File: src/design/lcgbr_pkg.sv
`timescale 1ns / 1ps
// Package: widths, generator constants and shared types for the bounded LCG core.
package lcgbr_pkg;

    localparam int STATE_W = 32;
    localparam int BOUND_W = 16;
    localparam int VALUE_W = 15;
    localparam int DIV_W   = 16;

    // Both serial units run 16 steps: 2 multiplier bits per step, 1 quotient bit per step.
    localparam int STEPS   = 16;
    localparam int CNT_W   = 5;

    localparam logic [STATE_W-1:0] LCG_MUL   = 32'd1103515245;
    localparam logic [STATE_W-1:0] LCG_MUL3  = 32'd3310545735;
    localparam logic [STATE_W-1:0] LCG_INC   = 32'd12345;
    localparam logic [STATE_W-1:0] SEED_RST  = 32'd1;
    localparam logic [DIV_W-1:0]   RAW_SPAN  = 16'h8000;
    localparam logic [BOUND_W-1:0] BOUND_MIN = 16'd1;
    localparam logic [CNT_W-1:0]   STEP_INIT = 5'd16;
    localparam logic [CNT_W-1:0]   STEP_LAST = 5'd1;

    typedef struct packed {
        logic             start;
        logic [DIV_W-1:0] dividend;
        logic [DIV_W-1:0] divisor;
    } div_req_t;

    typedef struct packed {
        logic             done;
        logic [DIV_W-1:0] quotient;
    } div_rsp_t;

endpackage

File: src/design/lcgbr_if.sv
`timescale 1ns / 1ps
// Stream interfaces: bound requests in, scaled values out.
interface lcgbr_in_if;
    import lcgbr_pkg::*;

    logic               valid;
    logic               ready;
    logic [BOUND_W-1:0] bound;

    modport source (output valid, output bound, input ready);
    modport sink (input valid, input bound, output ready);
endinterface

interface lcgbr_out_if;
    import lcgbr_pkg::*;

    logic               valid;
    logic               ready;
    logic [VALUE_W-1:0] value;

    modport source (output valid, output value, input ready);
    modport sink (input valid, input value, output ready);
endinterface

File: src/design/lcgbr_mul.sv
`timescale 1ns / 1ps
// Serial LCG step: state * LCG_MUL + LCG_INC, two multiplier bits per cycle.
module lcgbr_mul (
    input  logic                            clk,
    input  logic                            rst_n,
    input  logic                            start,
    input  logic [lcgbr_pkg::STATE_W-1:0]   state_in,
    output logic                            done,
    output logic [lcgbr_pkg::STATE_W-1:0]   product
);
    import lcgbr_pkg::*;

    logic [STATE_W-1:0] acc_reg, acc_next;
    logic [STATE_W-1:0] a1_reg, a1_next;
    logic [STATE_W-1:0] a3_reg, a3_next;
    logic [STATE_W-1:0] m_reg, m_next;
    logic [CNT_W-1:0]   cnt_reg, cnt_next;
    logic               done_reg, done_next;
    logic [STATE_W-1:0] addend;

    always_comb
    begin
        case (m_reg[1:0])
            2'b00:   addend = '0;
            2'b01:   addend = a1_reg;
            2'b10:   addend = {a1_reg[STATE_W-2:0], 1'b0};
            2'b11:   addend = a3_reg;
            default: addend = '0;
        endcase
    end

    always_comb
    begin
        acc_next  = acc_reg;
        a1_next   = a1_reg;
        a3_next   = a3_reg;
        m_next    = m_reg;
        cnt_next  = cnt_reg;
        done_next = 1'b0;
        if (start)
        begin
            acc_next = LCG_INC;
            a1_next  = LCG_MUL;
            a3_next  = LCG_MUL3;
            m_next   = state_in;
            cnt_next = STEP_INIT;
        end
        else if (cnt_reg != '0)
        begin
            // product taken mod 2^32, so the upper carries simply drop off
            acc_next  = acc_reg + addend;
            a1_next   = {a1_reg[STATE_W-3:0], 2'b00};
            a3_next   = {a3_reg[STATE_W-3:0], 2'b00};
            m_next    = {2'b00, m_reg[STATE_W-1:2]};
            cnt_next  = cnt_reg - 1'b1;
            done_next = (cnt_reg == STEP_LAST);
        end
    end

    always_ff @(posedge clk or negedge rst_n)
    begin
        if (!rst_n)
        begin
            cnt_reg  <= '0;
            done_reg <= 1'b0;
        end
        else
        begin
            cnt_reg  <= cnt_next;
            done_reg <= done_next;
        end
    end

    always_ff @(posedge clk)
    begin
        acc_reg <= acc_next;
        a1_reg  <= a1_next;
        a3_reg  <= a3_next;
        m_reg   <= m_next;
    end

    assign done    = done_reg;
    assign product = acc_reg;

endmodule

File: src/design/lcgbr_div.sv
`timescale 1ns / 1ps
// Restoring divider, one quotient bit per cycle.
module lcgbr_div (
    input  logic                 clk,
    input  logic                 rst_n,
    input  lcgbr_pkg::div_req_t  req,
    output lcgbr_pkg::div_rsp_t  rsp
);
    import lcgbr_pkg::*;

    logic [DIV_W-1:0] rem_reg, rem_next;
    logic [DIV_W-1:0] quo_reg, quo_next;
    logic [DIV_W-1:0] dsr_reg, dsr_next;
    logic [CNT_W-1:0] cnt_reg, cnt_next;
    logic             done_reg, done_next;
    logic [DIV_W:0]   shifted;
    logic [DIV_W:0]   diff;
    logic             ge;

    assign shifted = {rem_reg, quo_reg[DIV_W-1]};
    assign diff    = shifted - {1'b0, dsr_reg};
    assign ge      = !diff[DIV_W];

    always_comb
    begin
        rem_next  = rem_reg;
        quo_next  = quo_reg;
        dsr_next  = dsr_reg;
        cnt_next  = cnt_reg;
        done_next = 1'b0;
        if (req.start)
        begin
            rem_next = '0;
            quo_next = req.dividend;
            dsr_next = req.divisor;
            cnt_next = STEP_INIT;
        end
        else if (cnt_reg != '0)
        begin
            // dividend bits shift out the top as quotient bits shift in
            rem_next  = ge ? diff[DIV_W-1:0] : shifted[DIV_W-1:0];
            quo_next  = {quo_reg[DIV_W-2:0], ge};
            cnt_next  = cnt_reg - 1'b1;
            done_next = (cnt_reg == STEP_LAST);
        end
    end

    always_ff @(posedge clk or negedge rst_n)
    begin
        if (!rst_n)
        begin
            cnt_reg  <= '0;
            done_reg <= 1'b0;
        end
        else
        begin
            cnt_reg  <= cnt_next;
            done_reg <= done_next;
        end
    end

    always_ff @(posedge clk)
    begin
        rem_reg <= rem_next;
        quo_reg <= quo_next;
        dsr_reg <= dsr_next;
    end

    assign rsp.done     = done_reg;
    assign rsp.quotient = quo_reg;

endmodule

File: src/design/lcg_bounded_random_core.sv
`timescale 1ns / 1ps
// Top level: bounded draw from an ANSI-style LCG with serial multiply and divide.
//
//   channel   dir   payload                  transfer when
//   in_ch     in    bound [15:0]             valid && ready
//   out_ch    out   value [14:0]             valid && ready
//   cfg       in    cfg_data [31:0] (seed)   cfg_we
//
// A bound above 1 runs the LCG step (2 bits a cycle) beside 32768 / bound,
// then raw / divisor on the same one-bit-a-cycle divider, then loads the
// output register through ST_DONE once that register is free.
// A bound of 0 or 1 returns 0 through ST_DONE, state unchanged.
// Reset loads the generator state with 1. One item in flight; the next is
// accepted while a result still waits in the output register.
module lcg_bounded_random_core (
    input  logic                          clk,
    input  logic                          rst_n,
    input  logic                          cfg_we,
    input  logic [lcgbr_pkg::STATE_W-1:0] cfg_data,
    lcgbr_in_if.sink                      in_ch,
    lcgbr_out_if.source                   out_ch
);
    import lcgbr_pkg::*;

    typedef enum logic [1:0] {
        ST_IDLE,
        ST_STEP,
        ST_SCALE,
        ST_DONE
    } fsm_t;

    fsm_t               fsm_reg, fsm_next;
    logic [STATE_W-1:0] lcg_reg, lcg_next;
    logic [VALUE_W-1:0] res_reg, res_next;
    logic [VALUE_W-1:0] value_reg, value_next;
    logic               out_valid_reg, out_valid_next;

    logic               accept;
    logic               draw;
    logic               mul_done;
    logic [STATE_W-1:0] product;
    div_req_t           div_req;
    div_rsp_t           div_rsp;
    logic               slot_free;

    assign in_ch.ready  = (fsm_reg == ST_IDLE);
    assign accept       = in_ch.valid && in_ch.ready;
    assign draw         = accept && (in_ch.bound > BOUND_MIN);
    assign slot_free    = !out_valid_reg || out_ch.ready;
    assign out_ch.valid = out_valid_reg;
    assign out_ch.value = value_reg;

    lcgbr_mul u_mul (
        .clk      (clk),
        .rst_n    (rst_n),
        .start    (draw),
        .state_in (lcg_reg),
        .done     (mul_done),
        .product  (product)
    );

    always_comb
    begin
        div_req = '0;
        if (fsm_reg == ST_IDLE)
        begin
            div_req.start    = draw;
            div_req.dividend = RAW_SPAN;
            div_req.divisor  = in_ch.bound;
        end
        else if (fsm_reg == ST_STEP)
        begin
            // raw is bits 30..16 of the new state; divisor = 32768 / bound + 1
            div_req.start    = mul_done;
            div_req.dividend = {1'b0, product[30:16]};
            div_req.divisor  = div_rsp.quotient + 1'b1;
        end
    end

    lcgbr_div u_div (
        .clk   (clk),
        .rst_n (rst_n),
        .req   (div_req),
        .rsp   (div_rsp)
    );

    always_comb
    begin
        fsm_next       = fsm_reg;
        lcg_next       = lcg_reg;
        res_next       = res_reg;
        value_next     = value_reg;
        out_valid_next = out_valid_reg;

        if (out_valid_reg && out_ch.ready)
        begin
            out_valid_next = 1'b0;
        end

        case (fsm_reg)
            ST_IDLE:
            begin
                if (cfg_we)
                begin
                    lcg_next = cfg_data;
                end
                if (draw)
                begin
                    fsm_next = ST_STEP;
                end
                else if (accept)
                begin
                    res_next = '0;
                    fsm_next = ST_DONE;
                end
            end
            ST_STEP:
            begin
                if (mul_done)
                begin
                    lcg_next = product;
                    fsm_next = ST_SCALE;
                end
            end
            ST_SCALE:
            begin
                if (div_rsp.done)
                begin
                    res_next = div_rsp.quotient[VALUE_W-1:0];
                    fsm_next = ST_DONE;
                end
            end
            ST_DONE:
            begin
                if (slot_free)
                begin
                    value_next     = res_reg;
                    out_valid_next = 1'b1;
                    fsm_next       = ST_IDLE;
                end
            end
            default:
            begin
                fsm_next = ST_IDLE;
            end
        endcase
    end

    always_ff @(posedge clk or negedge rst_n)
    begin
        if (!rst_n)
        begin
            fsm_reg       <= ST_IDLE;
            lcg_reg       <= SEED_RST;
            out_valid_reg <= 1'b0;
            res_reg       <= '0;
            value_reg     <= '0;
        end
        else
        begin
            fsm_reg       <= fsm_next;
            lcg_reg       <= lcg_next;
            out_valid_reg <= out_valid_next;
            res_reg       <= res_next;
            value_reg     <= value_next;
        end
    end

endmodule
File: src/flat_wrapper.sv
// flat-port wrapper written by rule: the top's interface ports become plain ports
module lcg_bounded_random_core_flat import lcgbr_pkg::*;
  (clk, rst_n, cfg_we, cfg_data, in_ch_valid, in_ch_bound, in_ch_ready, out_ch_valid, out_ch_value, out_ch_ready);
  lcgbr_in_if in_ch_i ();
  lcgbr_out_if out_ch_i ();
  input  logic clk;
  input  logic rst_n;
  input  logic cfg_we;
  input  logic [lcgbr_pkg::STATE_W-1:0] cfg_data;
  input wire logic [$bits(in_ch_i.valid)-1:0] in_ch_valid;
  input wire logic [$bits(in_ch_i.bound)-1:0] in_ch_bound;
  output wire logic [$bits(in_ch_i.ready)-1:0] in_ch_ready;
  output wire logic [$bits(out_ch_i.valid)-1:0] out_ch_valid;
  output wire logic [$bits(out_ch_i.value)-1:0] out_ch_value;
  input wire logic [$bits(out_ch_i.ready)-1:0] out_ch_ready;
  assign in_ch_i.valid = in_ch_valid;
  assign in_ch_i.bound = in_ch_bound;
  assign in_ch_ready = in_ch_i.ready;
  assign out_ch_valid = out_ch_i.valid;
  assign out_ch_value = out_ch_i.value;
  assign out_ch_i.ready = out_ch_ready;
  lcg_bounded_random_core u_core (.clk(clk), .rst_n(rst_n), .cfg_we(cfg_we), .cfg_data(cfg_data), .in_ch(in_ch_i), .out_ch(out_ch_i));
endmodule
File: config.mk
export PLATFORM = sky130hd
export DESIGN_NAME = lcg_bounded_random_core_flat
export DESIGN_NICKNAME = d
export VERILOG_FILES = /design/src/design/lcgbr_pkg.sv /design/src/design/lcgbr_if.sv /design/src/design/lcgbr_mul.sv /design/src/design/lcgbr_div.sv /design/src/design/lcg_bounded_random_core.sv /design/src/flat_wrapper.sv
export SDC_FILE = /design/constraint.sdc
export NUM_CORES = 1
export LEC_CHECK = 0
export BUFFER_PORTS_ARGS = -buffer_cell sky130_fd_sc_hd__buf_2
export CAP_MARGIN = 20
export CELL_PAD_IN_SITES_DETAIL_PLACEMENT = 0
export CELL_PAD_IN_SITES_GLOBAL_PLACEMENT = 2
export CORE_ASPECT_RATIO = 1.75
export CORE_MARGIN = 4
export CORE_UTILIZATION = 40
export CTS_BUF_LIST = sky130_fd_sc_hd__clkbuf_4 sky130_fd_sc_hd__clkbuf_8
export DETAILED_ROUTE_END_ITERATION = 16
export GPL_ROUTABILITY_DRIVEN = 0
export PLACE_DENSITY = 0.94
export SLEW_MARGIN = 20
export SYNTH_ARGS = -nofsm -noshare
export SYNTH_HDL_FRONTEND = slang
export SYNTH_SLANG_ARGS = --single-unit
File: constraint.sdc
create_clock -name clk -period 4.6 [get_ports clk]
set_input_delay 0.46 -clock clk [delete_from_list [all_inputs] [get_ports clk]]
set_output_delay 0.46 -clock clk [all_outputs]
set_load 0.05 [all_outputs]
==> impl_metrics.tcl, run 1 <==
set metrics [dict create \
    reg2reg_depth 13 \
    postSynthCellCount 1390 \
    swShare 0.214 \
    max-cap-violations 0 \
    cp_max_fo 26 \
    finClkSkew_ns 0.0167 \
    netlist_top_cells_area "edfxtp_1 (15%), dfrtp_1 (15%), dfxtp_1 (15%)" \
    placedCellCount 1789 \
    setup_ws_ns 0.502 \
    combinationalPowerShare 0.013 \
    drt-initial-drc-count 394 \
    start_util 0.404 \
    yosysSeqAreaShare 0.454 \
    pwr-share-seq 0.529 \
    layout.nets 1546 \
    timing.setup.tns_ns 0 \
    clk_latency_ns 0.55 \
    vias 9980 \
    viasPerCell 5.37 \
    grt.overflow.total 0 \
    ios 70 \
    run_status "finished, final reports clean" \
    relSlewSlack 0.340 \
    p_leak_nw 6.13 \
    route.detailed.drc 0 \
    min_period_ns 4.10 \
    period_share 0.891 \
    cts_htree_levels 2 \
    internal_power_mw 3.17 \
    rr_endpoint "u_core.u_mul.product[31]" \
    antenna_found_initial 1 \
    postCtsHoldBufs 1 \
    core_mm2 0.0314 \
    ys_top_cells_by_count "nand2_1 (286), a21oi_1 (132), dfxtp_1 (95)" \
    holdPathStages 3 \
    drt-total-wl_um 32900 \
    ant_nets 0 \
    grt_first_pass_wirelength_um 52300 \
    final_cells 1859 \
    p_clk_frac 0.457 \
    cp.arrival_ns 4.53 \
    ys_ff_latch 236 \
    die_y_um 244 \
    synth_area_per_cell_um2 9.12 \
    synth-edff-count 64 \
    yosys.area.top_type "edfxtp_1" \
    yosysMostFrequentCell "nand2_1" \
    dieArea_mm2 0.0347 \
    required_ns 5.04 \
    cts_sinks 236 \
    clk_pin_slew_worst_paths_ns 0.06 \
    cts_resized 0 \
    fp.dieW_um 143 \
    place_ws_ns 0.507 \
    powerDensity_mw_per_mm2 285 \
    first_pass_iters 5 \
    areaGrowthSynthToFinish_pct 11.6 \
    postCtsSetupRepairBufs 0 \
    setup_viol 0 \
    min_from "cfg_data[14]" \
    rows 86 \
    cts-root-buf "clkbuf_8" \
    wire_per_inst_um 17.7 \
    worstHoldEndpoint "u_core.lcg_reg[14]" \
    yosysUniqueCellTypes 61 \
    slew_viol_final 0 \
    cts_inserted_buffers 37 \
    synth_top_area_frac 0.152 \
    grt_max_degree 79 \
    place_hpwl_um 23600 \
    hold_slack_ns 0.204 \
    drive_above_1_share 0.144 \
    clock.fmax_mhz 244 \
    hp-class "in -> reg" \
    clockBufferDepth 3 \
    crit_type "reg -> reg" \
    synth_flop_cell "dfxtp_1" \
    cp-end-kind "flop" \
    syn_nets 1503 \
    hold_viol_final 0 \
    cts_tree "built" \
    syn_area_mm2 0.0127 \
    grt_pass1_vias 10000 \
    yosysWarnings 0 \
    reg2reg_setup_slack_ns 0.50 \
    power_mw 4.03 \
    grt_use_total 0.187 \
    reg2reg_from "u_core.u_mul.m_reg[1]" \
    rsz0062_at_grt "false" \
    async_flop_share 0.326 \
    p_switching_uw 862 \
    ir_worst_vdd_mv 0.177 \
    crit_path_start_kind "flop" \
    worstMarginPinSlew_ns 0.984 \
    port_buffers 69 \
]
cell type report:
cell class / instances / area, um2
diodes: 1 / 2.50
clock buffers: 57 / 728
clock inverters: 11 / 52.6
fillers: 3110 / 17300
inverters: 44 / 165
multi-input cells: 1027 / 6470
flip-flops and latches: 236 / 5750
well taps: 396 / 495
repair buffers: 87 / 485
cell families (layout without fill, tap and decap cells):
kind of cell	count (synthesis)	count (layout)	synth area share
other	0	1	0
AND/OR/NAND/NOR	487	487	0.165
adder cells (fa/ha/maj)	60	60	0.0604
buffers and inverters	127	199	0.0385
AO/OA/AOI/OAI	336	336	0.169
multiplexers	87	87	0.0729
flip-flops	236	236	0.454
XOR/XNOR	57	57	0.0409
cells in the final DEF (no fill, tap or decap), types with 24 or more instances in the layout:
cell type and count:
a21oi_1 132, a22o_1 54, buf_2 68, clkbuf_8 48, dfrtp_1 76, dfxtp_1 95, edfxtp_1 64, ha_1 57
inv_1 43, mux2_2 43, mux2i_1 44, nand2_1 285, nand3_1 55, nor2_1 71, o21ai_0 66, xnor2_1 32
xor2_1 24
layer usage:
metal / global-route usage / up-vias / share of wire
met1: 0.200 / 4745 / 0.38
met2: 0.360 / 162 / 0.55
met4: 0.0727 / 0 / 0.036
met5: 0 / - / 0
li1: - / 5002 / -
met3: 0.0259 / 71 / 0.029
worst max path at each step:
stage / startpoint / end / slack [ns] / cells past startpoint
after global placement: u_core.u_mul.m_reg[1] / u_core.u_mul.product[31] / 0.55 / 13
final: u_core.u_mul.m_reg[1] / u_core.u_mul.product[31] / 0.50 / 13
after CTS: u_core.u_mul.m_reg[1] / u_core.u_mul.product[31] / 0.51 / 13
after detailed placement: u_core.u_mul.m_reg[1] / u_core.u_mul.product[31] / 0.51 / 13
after floorplan: u_core.u_mul.m_reg[1] / u_core.u_mul.product[30] / 0.99 / 15
after global routing: u_core.u_mul.m_reg[0] / u_core.u_mul.product[31] / 0.30 / 14
power groups by stage:
stage          clock (mW)  sequential [mW]  combinational [mW]
6_report             1.84             2.13              0.0539
5_1_grt              1.98             2.13              0.0605
4_1_cts              1.91             2.13              0.0555
3_5_place_dp            0             2.17              0.0544
3_3_place_gp            0             2.17              0.0538
2_1_floorplan           0             2.17             0.00844
worst max-delay path: stages, from the launching register on:
cell and delay (ns):
edfxtp_1 0.38, buf_4 0.34, mux2_2 0.38, a22o_1 0.18, ha_1 0.34, nand2_1 0.17
nor3_1 0.07, o21ai_0 0.16, o211ai_1 0.24, a311oi_1 0.87, o21ai_0 0.25, xnor2_1 0.26
a21oi_1 0.09, a31o_2 0.24
stage by stage:
stage / utilization / cell area (um2)
floorplan: - / 12700
global route: 0.450 / 14200
CTS: 0.450 / 14100
detailed placement: 0.425 / 13400
finish: 0.450 / 14200
global placement: 0.425 / 13400
No activity file was read; power rests on OpenSTA's default activity.
==> inputs of run 2 (changes only) <==
--- a/config.mk
+++ b/config.mk
@@ -15,7 +15,7 @@
 export CTS_BUF_LIST = sky130_fd_sc_hd__clkbuf_4 sky130_fd_sc_hd__clkbuf_8
 export DETAILED_ROUTE_END_ITERATION = 16
 export GPL_ROUTABILITY_DRIVEN = 0
-export PLACE_DENSITY = 0.94
+export PLACE_DENSITY = 0.88
 export SLEW_MARGIN = 20
 export SYNTH_ARGS = -nofsm -noshare
 export SYNTH_HDL_FRONTEND = slang
==> run 2 against run 1 <==
Compared with the run above: count of clock-buffer cells in the layout shrank 1; critical endpoint is now u_core.u_mul.product[27]; register-to-register slack better by 0.34 ns; first-iteration DRC count rose by 34%; clock power hardly changed; utilization shrank 0.072 points; routed wire length down 1.0%; critical path type unchanged; combinational power is 4% higher; global-route usage up 0.078 points.
==> impl_metrics.tcl, run 2 (synthesized netlist as in run 1, its figures left out) <==
set metrics [dict create \
    required_ns 5.02 \
    grt_use_total 0.188 \
    reg2reg_depth 14 \
    reg2reg_from "u_core.u_mul.m_reg[1]" \
    grt_max_degree 79 \
    place_hpwl_um 23400 \
    areaGrowthSynthToFinish_pct 11.4 \
    die_y_um 244 \
    worstMarginPinSlew_ns 0.933 \
    port_buffers 69 \
    ff_latch_area_mm2 0.00575 \
    first_pass_iters 5 \
    grt_pass1_vias 10200 \
    cts_sinks 236 \
    fp.dieW_um 143 \
    cts_inserted_buffers 35 \
    layout.nets 1546 \
    drive_above_1_share 0.143 \
    cts_resized 0 \
    rows 86 \
    clk_pin_slew_worst_paths_ns 0.06 \
    clockBufferDepth 3 \
    ant_nets 0 \
    wire_per_inst_um 17.6 \
    ios 70 \
    antenna_found_initial 0 \
    hold_viol_final 0 \
    route.detailed.drc 0 \
    reg2reg_setup_slack_ns 0.84 \
    min_from "cfg_data[1]" \
    setup_viol 0 \
    cts-root-buf "clkbuf_8" \
    min_period_ns 3.76 \
    final_common_cell "nand2_1" \
    worstHoldEndpoint "u_core.lcg_reg[1]" \
    powerDensity_mw_per_mm2 283 \
    postCtsHoldBufs 1 \
    clk_latency_ns 0.55 \
    postCtsSetupRepairBufs 0 \
    holdPathStages 3 \
    fill_cells 3113 \
    timing.setup.tns_ns 0 \
    viasPerCell 5.42 \
    drt-initial-drc-count 529 \
    drt-total-wl_um 32500 \
    grt_first_pass_wirelength_um 52600 \
    ir_worst_vdd_mv 0.164 \
    start_util 0.404 \
    layout_common_cells "nand2_1 (285), a21oi_1 (132), dfxtp_1 (95)" \
    relSlewSlack 0.376 \
    insertedDiodeCount 0 \
    period_share 0.818 \
    core_mm2 0.0314 \
    cp.arrival_ns 4.19 \
    cp_max_fo 24 \
    p_leak_nw 6.12 \
    slew_viol_final 0 \
    rsz0062_at_grt "false" \
    grt.overflow.total 0 \
    max-cap-violations 0 \
    run_status "finished, final reports clean" \
    cts_tree "built" \
    crit_type "reg -> reg" \
    rr_endpoint "u_core.u_mul.product[27]" \
    multi_input_area_mm2 0.00647 \
    hp-class "in -> reg" \
    cp-end-kind "flop" \
    crit_path_start_kind "flop" \
    clock.fmax_mhz 266 \
    cts_htree_levels 2 \
    power_mw 4.00 \
    finClkSkew_ns 0.0183 \
    vias 10000 \
    dieArea_mm2 0.0347 \
]
## run 2: where the power goes
group,leakage (nW),switching (mW),total [mW],internal [mW]
clock,0.398,0.796,1.82,1.02
combinational,3.57,0.0337,0.0559,0.0222
sequential,2.15,0.0000000000000000266,2.13,2.13
## run 2: cell type report
type / count / share of cell area
clock buffer: 56 / 0.0497
sequential: 236 / 0.407
clock inverter: 4 / 0.00310
multi-input combinational: 1027 / 0.458
inverter: 44 / 0.0117
timing repair buffer: 89 / 0.0354
tap: 396 / 0.0351
## run 2: worst max path at each step
stage | from | slack [ns] | cells past startpoint | end
after global routing | u_core.u_mul.m_reg[1] | 0.61 | 14 | u_core.u_mul.product[30]
after detailed placement | u_core.u_mul.m_reg[1] | 0.87 | 13 | u_core.u_mul.product[29]
after floorplan | u_core.u_mul.m_reg[1] | 0.99 | 15 | u_core.u_mul.product[30]
after global placement | u_core.u_mul.m_reg[1] | 0.91 | 14 | u_core.u_mul.product[27]
final | u_core.u_mul.m_reg[1] | 0.84 | 14 | u_core.u_mul.product[27]
after CTS | u_core.u_mul.m_reg[1] | 0.85 | 13 | u_core.u_mul.product[29]
## run 2: critical path, cell delays in order, from the launching register on
cell and delay, ns:
edfxtp_1 0.43, buf_4 0.34, mux2_2 0.38, a22o_1 0.18, ha_1 0.38, nand2_1 0.14, nor3_1 0.23, o21ai_0 0.20
o211ai_1 0.22, a311oi_1 0.15, buf_4 0.18, o31ai_1 0.29, a21boi_0 0.17, xnor2_1 0.15, a22o_1 0.19
## run 2: layer usage
metal  vias to the layer above  routed length, um  track usage
met3                        80               1010       0.0242
met1                      4801              12700        0.207
li1                       4985                  -            -
met4                         0               1370       0.0848
met5                         -                  0            0
met2                       177              17500        0.350
## run 2: metrics by stage
stage | cells | utilization | setup slack, ns | cell area [um2] | hold WS, ns
after global routing | 1852 | 0.450 | 0.610 | 14100 | 0.222
final | 1852 | 0.450 | 0.837 | 14100 | 0.212
after CTS | 1852 | 0.450 | 0.852 | 14100 | 0.185
after floorplan | 1390 | - | 0.986 | 12700 | 0.164
after detailed placement | 1791 | 0.426 | 0.867 | 13400 | 0.450
after global placement | 1791 | 0.426 | 0.910 | 13400 | 0.448
==> inputs of run 3 (changes only) <==
--- a/config.mk
+++ b/config.mk
@@ -11,11 +11,11 @@
 export CELL_PAD_IN_SITES_GLOBAL_PLACEMENT = 2
 export CORE_ASPECT_RATIO = 1.75
 export CORE_MARGIN = 4
-export CORE_UTILIZATION = 40
+export CORE_UTILIZATION = 36
 export CTS_BUF_LIST = sky130_fd_sc_hd__clkbuf_4 sky130_fd_sc_hd__clkbuf_8
 export DETAILED_ROUTE_END_ITERATION = 16
 export GPL_ROUTABILITY_DRIVEN = 0
-export PLACE_DENSITY = 0.88
+export PLACE_DENSITY = 0.84
 export SLEW_MARGIN = 20
 export SYNTH_ARGS = -nofsm -noshare
 export SYNTH_HDL_FRONTEND = slang
==> constraint.sdc (replaced) <==
create_clock -name clk -period 3.2 [get_ports clk]
set_input_delay 0.32 -clock clk [delete_from_list [all_inputs] [get_ports clk]]
set_output_delay 0.32 -clock clk [all_outputs]
set_load 0.05 [all_outputs]
==> run 3 against run 2 <==
Compared with the run above: worst setup slack got worse by 0.81 ns; largest power group unchanged; critical path depth rose by 1; register-to-register slack got worse by 0.81 ns; sequential share of layout area fell by 4.1 points.
==> impl_metrics.tcl, run 3 (synthesized netlist as in run 1, its figures left out) <==
set metrics [dict create \
    design_area_mm2 0.0157 \
    placedCellCount 1946 \
    antenna_found_initial 1 \
    final_cells 2034 \
    die_y_um 256 \
    p_leak_nw 6.77 \
    fp.dieW_um 150 \
    drive_above_1_share 0.250 \
    reg2reg_from "u_core.u_mul.m_reg[1]" \
    drt-initial-drc-count 447 \
    ios 70 \
    first_pass_iters 5 \
    met2_length_um 21000 \
    layout_common_cells "nand2_1 (280), a21oi_1 (119), buf_4 (110)" \
    hp-class "in -> reg" \
    postPlaceCellArea_mm2 0.0142 \
    place_hpwl_um 26700 \
    start_util 0.366 \
    combinationalPowerShare 0.014 \
    clock.fmax_mhz 316 \
    powerDensity_mw_per_mm2 369 \
    reg2reg_depth 15 \
    grt_max_degree 73 \
    period_share 0.990 \
    place_ws_ns -0.384 \
    cp_max_fo 4 \
    max-cap-violations 0 \
    rows 90 \
    cts_sinks 236 \
    power_mw 5.79 \
    cts_inserted_buffers 37 \
    timing.setup.tns_ns 0 \
    cts_tree "built" \
    setup_viol 0 \
    grt_use_total 0.192 \
    final_common_cell "nand2_1" \
    areaGrowthSynthToFinish_pct 23.8 \
    grt_first_pass_wirelength_um 58500 \
    required_ns 3.65 \
    cts-root-buf "clkbuf_8" \
    p_clk_frac 0.457 \
    finClkSkew_ns 0.0263 \
    swShare 0.223 \
    rsz0062_at_grt "true" \
    wl_met3_um 1030 \
    grt.overflow.total 0 \
    setup_ws_ns 0.0318 \
    grt_pass1_vias 11100 \
    crit_start "u_core.u_mul.m_reg[1]" \
    relSlewSlack 0.479 \
    cp.arrival_ns 3.62 \
    drt-total-wl_um 37300 \
    vias 10600 \
    dieArea_mm2 0.0384 \
    crit_path_start_kind "flop" \
    cts_htree_levels 2 \
    route.detailed.drc 0 \
    highest_layer "met4" \
    p_switching_mw 1.29 \
    ant_nets 0 \
    clockBufferDepth 3 \
    drt-met1-wl_um 13500 \
    clk_pin_slew_worst_paths_ns 0.07 \
    layout.nets 1657 \
    clk_latency_ns 0.56 \
    cp-end-kind "flop" \
    hold_slack_ns 0.0619 \
    min_period_ns 3.17 \
    holdPathStages 3 \
    run_status "finished, final reports clean" \
    pwr-share-seq 0.529 \
    crit_type "reg -> reg" \
    port_buffers 69 \
    viasPerCell 5.22 \
    post-route-util 0.452 \
    min_from "cfg_data[24]" \
    worstMarginPinSlew_ns 0.780 \
    wire_per_inst_um 18.3 \
    core_mm2 0.0347 \
    slew_viol_final 0 \
    hold_viol_final 0 \
    internal_power_mw 4.50 \
    ir_worst_vdd_mv 0.200 \
]
run 3: metal layers:
layer,vias up,track usage
met5,-,0
met4,0,0.0952
met3,90,0.0251
met2,171,0.369
met1,5135,0.199
li1,5220,-
run 3: area by class of cell:
class                      instances  area (um2)
multi-input combinational       1028        6970
antenna                            1        2.50
sequential                       236        5750
tap                              460         576
timing repair buffer             197        1470
clock buffer                      58         698
inverter                          44         165
fill                            3520       19000
clock inverter                    10        61.3
run 3: worst paths after layout:
kind / to / slack (ns)
min in group asynchronous: u_core.lcg_reg[12] / 0.35
max reg2reg: u_core.u_mul.product[27] / 0.03
max in group asynchronous: u_core.lcg_reg[0] / 2.09
min: u_core.lcg_reg[24] / 0.06
max: u_core.u_mul.product[27] / 0.03
min reg2reg: u_core.u_mul.a1_reg[31] / 0.46
run 3: power by group through the flow:
| stage | clock, mW | combinational (mW) | sequential (mW) |
|---|---|---|---|
| 2_1_floorplan | 0 | 0.0121 | 3.13 |
| 3_3_place_gp | 0 | 0.0831 | 3.13 |
| 3_5_place_dp | 0 | 0.0841 | 3.13 |
| 4_1_cts | 2.74 | 0.0855 | 3.06 |
| 5_1_grt | 2.84 | 0.0926 | 3.06 |
| 6_report | 2.65 | 0.0819 | 3.06 |
run 3: worst max-delay path, stage by stage (launching register included):
cell,delay [ns]
edfxtp_1,0.42
buf_6,0.16
buf_6,0.11
mux2_4,0.28
a22o_1,0.23
ha_4,0.29
buf_6,0.11
nand2_4,0.04
o21a_4,0.20
o211ai_1,0.23
a311oi_2,0.13
buf_4,0.18
o31ai_4,0.27
a21boi_2,0.09
xnor2_1,0.13
a22o_1,0.18
run 3: what timing repair did:
action	4_1_cts	5_1_grt
hold buffers	1	0
gates resized for setup	29	84
pin swaps	6	52
hold endpoints to repair	45	0
cloned	1	3
endpoints found under the setup margin	14	26
setup buffers	8	8
